$ cat src/sli_pkg.sv
// Shared types and constants for the sorted list insert/delete block.
// No dependencies; used by sli_cell and sorted_list_insert_delete.
package sli_pkg;

   localparam int LIST_DEPTH    = 16;
   localparam int VALUE_W       = 32;
   localparam int CNT_W         = $clog2(LIST_DEPTH + 1);
   localparam int STATUS_W      = 2;
   localparam int ENTRY_COUNT_W = 5;

   typedef enum logic [0:0] {
      OP_INSERT = 1'b0,
      OP_DELETE = 1'b1
   } op_type;

   typedef enum logic [STATUS_W-1:0] {
      ST_DONE      = 2'd0,
      ST_NOT_FOUND = 2'd1,
      ST_FULL      = 2'd2
   } status_type;

   // Broadcast to every cell in the row.
   typedef struct packed {
      logic                      update;
      op_type                    op;
      logic signed [VALUE_W-1:0] value;
   } cmd_type;

   // What a cell shows its neighbors.
   typedef struct packed {
      logic signed [VALUE_W-1:0] entry;
      logic                      valid;
      logic                      less;
   } link_type;

endpackage

$ cat src/sli_cell.sv
// One slot of the sorted row: holds an entry and its valid flag.
// Depends on sli_pkg.
module sli_cell
   import sli_pkg::*;
(
   input  logic     clock,
   input  logic     reset,
   input  cmd_type  cmd,
   input  link_type left_link,
   input  link_type right_link,
   input  logic     hit_in,
   output logic     hit_out,
   output link_type link
);

   logic signed [VALUE_W-1:0] entry_ff, entry_in;
   logic                      valid_ff, valid_in;
   logic                      less;
   logic                      match;

   assign less    = valid_ff && (entry_ff < cmd.value);
   assign match   = valid_ff && (entry_ff == cmd.value);
   assign hit_out = hit_in || match;

   assign link.entry = entry_ff;
   assign link.valid = valid_ff;
   assign link.less  = less;

   always_comb begin
      entry_in = entry_ff;
      valid_in = valid_ff;
      case (cmd.op)
         OP_INSERT: begin
            // hold below the insert point, take the new value at it, shift up above it
            if (!less) begin
               if (left_link.less) begin
                  entry_in = cmd.value;
                  valid_in = 1'b1;
               end else begin
                  entry_in = left_link.entry;
                  valid_in = left_link.valid;
               end
            end
         end
         OP_DELETE: begin
            // from the first match on, pull the right neighbor down
            if (hit_out) begin
               entry_in = right_link.entry;
               valid_in = right_link.valid;
            end
         end
         default: begin
            entry_in = entry_ff;
            valid_in = valid_ff;
         end
      endcase
   end

   always_ff @(posedge clock) begin
      if (reset) begin
         valid_ff <= 1'b0;
      end else if (cmd.update) begin
         valid_ff <= valid_in;
      end
   end

   always_ff @(posedge clock) begin
      if (cmd.update) begin
         entry_ff <= entry_in;
      end
   end

endmodule

$ cat src/sorted_list_insert_delete.sv
// Top level of the sorted list insert/delete block: a row of sli_cell slots,
// the entry counter and the result register. Depends on sli_pkg and sli_cell.
//
// Holds up to LIST_DEPTH signed 32-bit values in ascending order in a row of
// cells, one value per cell. An insert goes ahead of the first entry that is
// not smaller (so ahead of equal entries); a delete removes the first equal
// entry. Every cell compares against the item value at once and takes its own
// value, its left neighbor's or its right neighbor's, so the whole list
// updates at the clock edge at which the item is accepted, one item per cycle
// while results drain; the result shows in the cycle after. The result sits
// in an output register; a new item is taken whenever that register is empty
// or is being emptied in the same cycle. Each result carries the status (done,
// not found, full), the entry count after the item and the smallest entry,
// which reads as zero with smallest_valid low when the list is empty.
module sorted_list_insert_delete
   import sli_pkg::*;
(
   input  logic                            clock,
   input  logic                            reset,
   input  logic                            req_valid,
   output logic                            req_ready,
   input  logic                            req_opcode,
   input  logic signed [VALUE_W-1:0]       req_value,
   output logic                            rsp_valid,
   input  logic                            rsp_ready,
   output logic [STATUS_W-1:0]             rsp_status,
   output logic [ENTRY_COUNT_W-1:0]        rsp_entry_count,
   output logic signed [VALUE_W-1:0]       rsp_smallest_value,
   output logic                            rsp_smallest_valid
);

   logic                    accept;
   logic                    full;
   logic                    found;
   cmd_type                 cmd;
   link_type                links [LIST_DEPTH];
   link_type                left_links [LIST_DEPTH];
   link_type                right_links [LIST_DEPTH];
   logic [LIST_DEPTH:0]     hit_chain;

   logic [CNT_W-1:0]        count_ff, count_in;
   logic                    rsp_valid_ff;
   status_type              status_ff, status_in;

   // take a new item when the result register is free or draining now
   assign req_ready = !rsp_valid_ff || rsp_ready;
   assign accept    = req_valid && req_ready;
   assign full      = (count_ff == CNT_W'(LIST_DEPTH));

   assign cmd.op     = op_type'(req_opcode);
   assign cmd.value  = req_value;
   // drop the update on an insert into a full list
   assign cmd.update = accept && !((cmd.op == OP_INSERT) && full);

   assign hit_chain[0] = 1'b0;
   assign found        = hit_chain[LIST_DEPTH];

   genvar gi;
   generate
      for (gi = 0; gi < LIST_DEPTH; gi++) begin : g_cell
         // cell zero sees a left neighbor that is always smaller
         if (gi == 0) begin : g_left_edge
            assign left_links[gi] = '{entry: '0, valid: 1'b1, less: 1'b1};
         end else begin : g_left_inner
            assign left_links[gi] = links[gi-1];
         end
         // past the last cell an empty slot shifts in on delete
         if (gi == LIST_DEPTH - 1) begin : g_right_edge
            assign right_links[gi] = '{entry: '0, valid: 1'b0, less: 1'b0};
         end else begin : g_right_inner
            assign right_links[gi] = links[gi+1];
         end

         sli_cell u_cell (
            .clock      (clock),
            .reset      (reset),
            .cmd        (cmd),
            .left_link  (left_links[gi]),
            .right_link (right_links[gi]),
            .hit_in     (hit_chain[gi]),
            .hit_out    (hit_chain[gi+1]),
            .link       (links[gi])
         );
      end
   endgenerate

   // count and status follow the operation
   always_comb begin
      count_in  = count_ff;
      status_in = ST_DONE;
      case (cmd.op)
         OP_INSERT: begin
            if (full) begin
               status_in = ST_FULL;
            end else begin
               count_in = count_ff + CNT_W'(1);
            end
         end
         OP_DELETE: begin
            if (found) begin
               count_in = count_ff - CNT_W'(1);
            end else begin
               status_in = ST_NOT_FOUND;
            end
         end
         default: begin
            count_in  = count_ff;
            status_in = ST_DONE;
         end
      endcase
   end

   always_ff @(posedge clock) begin
      if (reset) begin
         count_ff     <= '0;
         rsp_valid_ff <= 1'b0;
      end else begin
         if (accept) begin
            count_ff <= count_in;
         end
         if (accept) begin
            rsp_valid_ff <= 1'b1;
         end else if (rsp_ready) begin
            rsp_valid_ff <= 1'b0;
         end
      end
   end

   always_ff @(posedge clock) begin
      if (accept) begin
         status_ff <= status_in;
      end
   end

   // list state only moves on accept, so these hold while the result stalls
   assign rsp_valid          = rsp_valid_ff;
   assign rsp_status         = status_ff;
   assign rsp_entry_count    = ENTRY_COUNT_W'(count_ff);
   assign rsp_smallest_valid = links[0].valid;
   assign rsp_smallest_value = links[0].valid ? links[0].entry : '0;

endmodule
$ cat config.mk
export PLATFORM = sky130hd
export DESIGN_NAME = sorted_list_insert_delete
export DESIGN_NICKNAME = d
export VERILOG_FILES = /design/src/sli_pkg.sv /design/src/sli_cell.sv /design/src/sorted_list_insert_delete.sv
export SDC_FILE = /design/constraint.sdc
export NUM_CORES = 2
export LEC_CHECK = 0
export CAP_MARGIN = 25
export CORE_ASPECT_RATIO = 1.5
export CORE_MARGIN = 2
export CORE_UTILIZATION = 65
export DETAILED_ROUTE_END_ITERATION = 7
export DONT_BUFFER_PORTS = 1
export GPL_ROUTABILITY_DRIVEN = 0
export PLACE_DENSITY = 0.84
export SLEW_MARGIN = 20
export SYNTH_ARGS = -nofsm -noshare
export SYNTH_HDL_FRONTEND = slang
export SYNTH_HIERARCHICAL = 1
export SYNTH_SLANG_ARGS = --single-unit
export TNS_END_PERCENT = 20
$ cat constraint.sdc
create_clock -name clock -period 15.6 [get_ports clock]
set_input_delay 0.78 -clock clock [delete_from_list [all_inputs] [get_ports clock]]
set_output_delay 0.78 -clock clock [all_outputs]
set_load 0.05 [all_outputs]
==> impl_metrics.ini <==
[floorplanning]
die_y_um = 314
core-area_sq_um = 63200
row_count = 113
die-area_sq_um = 66000
die_x_um = 210
start_util_pct = 65.7
io_pins = 79

[layout]
layout_common_cells = nand2_1, inv_1, o21ai_0
synthToLayoutAreaGrowth_pct = 6.68
nets = 4902
antenna_cells = 0
drive_above_1_share_pct = 5.28
final_util_pct = 70.1
layout_commonest_cell = nand2_1
stdcell_count = 5199

[global_routing]
overflow = 0
met1_usage_pct = 32.8
grt_pass1_vias = 32300
top_usage_layer = met2
grt_usage_pct = 29.4
met2_usage_pct = 53.9
grt_pass1_wl_um = 159000
grtUsageMet3_pct = 3.14
antenna_found_initial = 0
grt_max_degree = 1114

[timing]
relSlewSlack_pct = -42.9
fin_ws_ps = 10210
slew_violations = 425
finalHoldViolCount = 0
fmax_mhz = 186
setup_tns_ps = 0
skew_ps = 28.8
rsz0062_at_grt = false
setup_violations = 0
finalCriticalPeriod_ps = 5390
worst_pin_slew_ps = 2140
post-route-period-util_pct = 34.6

[worst_setup_path]
critical_path_class = flop to flop
cp_max_fo = 17
r2r_setup_slack_ps = 10210
crit_path_end_kind = flop
cp.arrival_ps = 5710
cp.required_ps = 15920
start_kind = flop

[power_and_ir_drop]
max-vdd-ir-drop_mv = 0.122
p_total_mw = 4.29
p_per_area_nw_per_um2 = 96.7
p_leak_nw = 19.1

[placed_design]
pre_cts_slack_ps = 9950
hpwl_um = 71000
place_inst = 5087
portBuffers = 0

[run]
maxCapViolCount = 0

[cts]
clock_latency_ps = 640
clock-sinks = 536
post_cts_buffers = 0
cts_root_buf = clkbuf_16
clock_path_buffers = 3
ctsHoldBuffers = 0
cts_tree = done
cts_resized = 0
clkSlewWorstSetupHoldPaths_ps = 60
cts_buffers = 54
cts.htree.levels = 2

[worst_hold_path]
holdCritPathClass = input pin to flop

[detailed_routing]
dr_total_vias = 31900
first_pass_iters = 6
wl_um = 98800
wl_per_cell_um = 19.0
drcViolationCount = 0
antenna_left = 0
first_iter_violations = 2729
viasPerCell = 6.14

[synthesis]
synth_area_sq_um = 41500
synth_cells = 4408
syn_area_per_cell_sq_um = 9.42
ys_warn_count = 6

[status]
failed_checks = slew limit
outcome = finished with violations
[power breakdown]
group	leakage, nW	switching [mW]	internal [mW]
Clock	0.813	0.580	0.706
Sequential	5.10	0.146	1.79
Combinational	13.2	0.601	0.462
Total	19.1	1.33	2.96
[stage by stage]
stage	hold slack, ps	cell area (sq um)
finish	281	44300
global route	247	44300
CTS	230	44000
detailed placement	570	42300
global placement	544	42200
floorplan	510	41800
[area by class of cell]
type,instances,area (sq um)
well taps,805,1010
fillers,4542,18900
clock buffers,74,1470
inverters,583,2190
clock inverters,27,203
multi-input cells,3146,23000
repair buffers,28,531
flip-flops and latches,536,15900
[path summary, 6_finish.rpt]
path,depth (start not counted),end,start
max,22,g_cell[15].u_cell/entry_ff[5],g_cell[0].u_cell/entry_ff[23]
min,1,rsp_entry_count[1],reset
max reg2reg,22,g_cell[15].u_cell/entry_ff[5],g_cell[0].u_cell/entry_ff[23]
min reg2reg,2,g_cell[14].u_cell/entry_ff[12],g_cell[15].u_cell/entry_ff[12]
[metal layers]
metal  share of wire (%)  vias up
met2                  52      838
met4                 6.2        0
met5                   0        -
met1                  39    15200
met3                 3.6      325
li1                    -    15600
[worst max-delay path, cell delays in order, from the launching register on]
cell      delay (ps)
edfxtp_1         420
ha_1             340
nand4_1          210
nor4_1           750
a21o_1           250
a21o_1           140
a21o_1           140
a21o_1           130
a21o_1           140
a21o_1           150
a21o_1           130
a21o_1           140
a21o_1           140
a21o_1           140
a21o_1           140
a21o_1           140
a21o_1           130
a21o_1           140
a21o_1           140
nand2b_1         110
a21oi_1          170
a31oi_4          630
buf_16           230
[sequential cells by signal, indices dropped and copies added, names as in the netlist]
register	count
rsp_status	2
g_cell.u_cell/entry_ff	512
rsp_entry_count	5
g_cell.u_cell/valid_ff	16
rsp_valid	1
No activity file was read; power rests on OpenSTA's default activity.
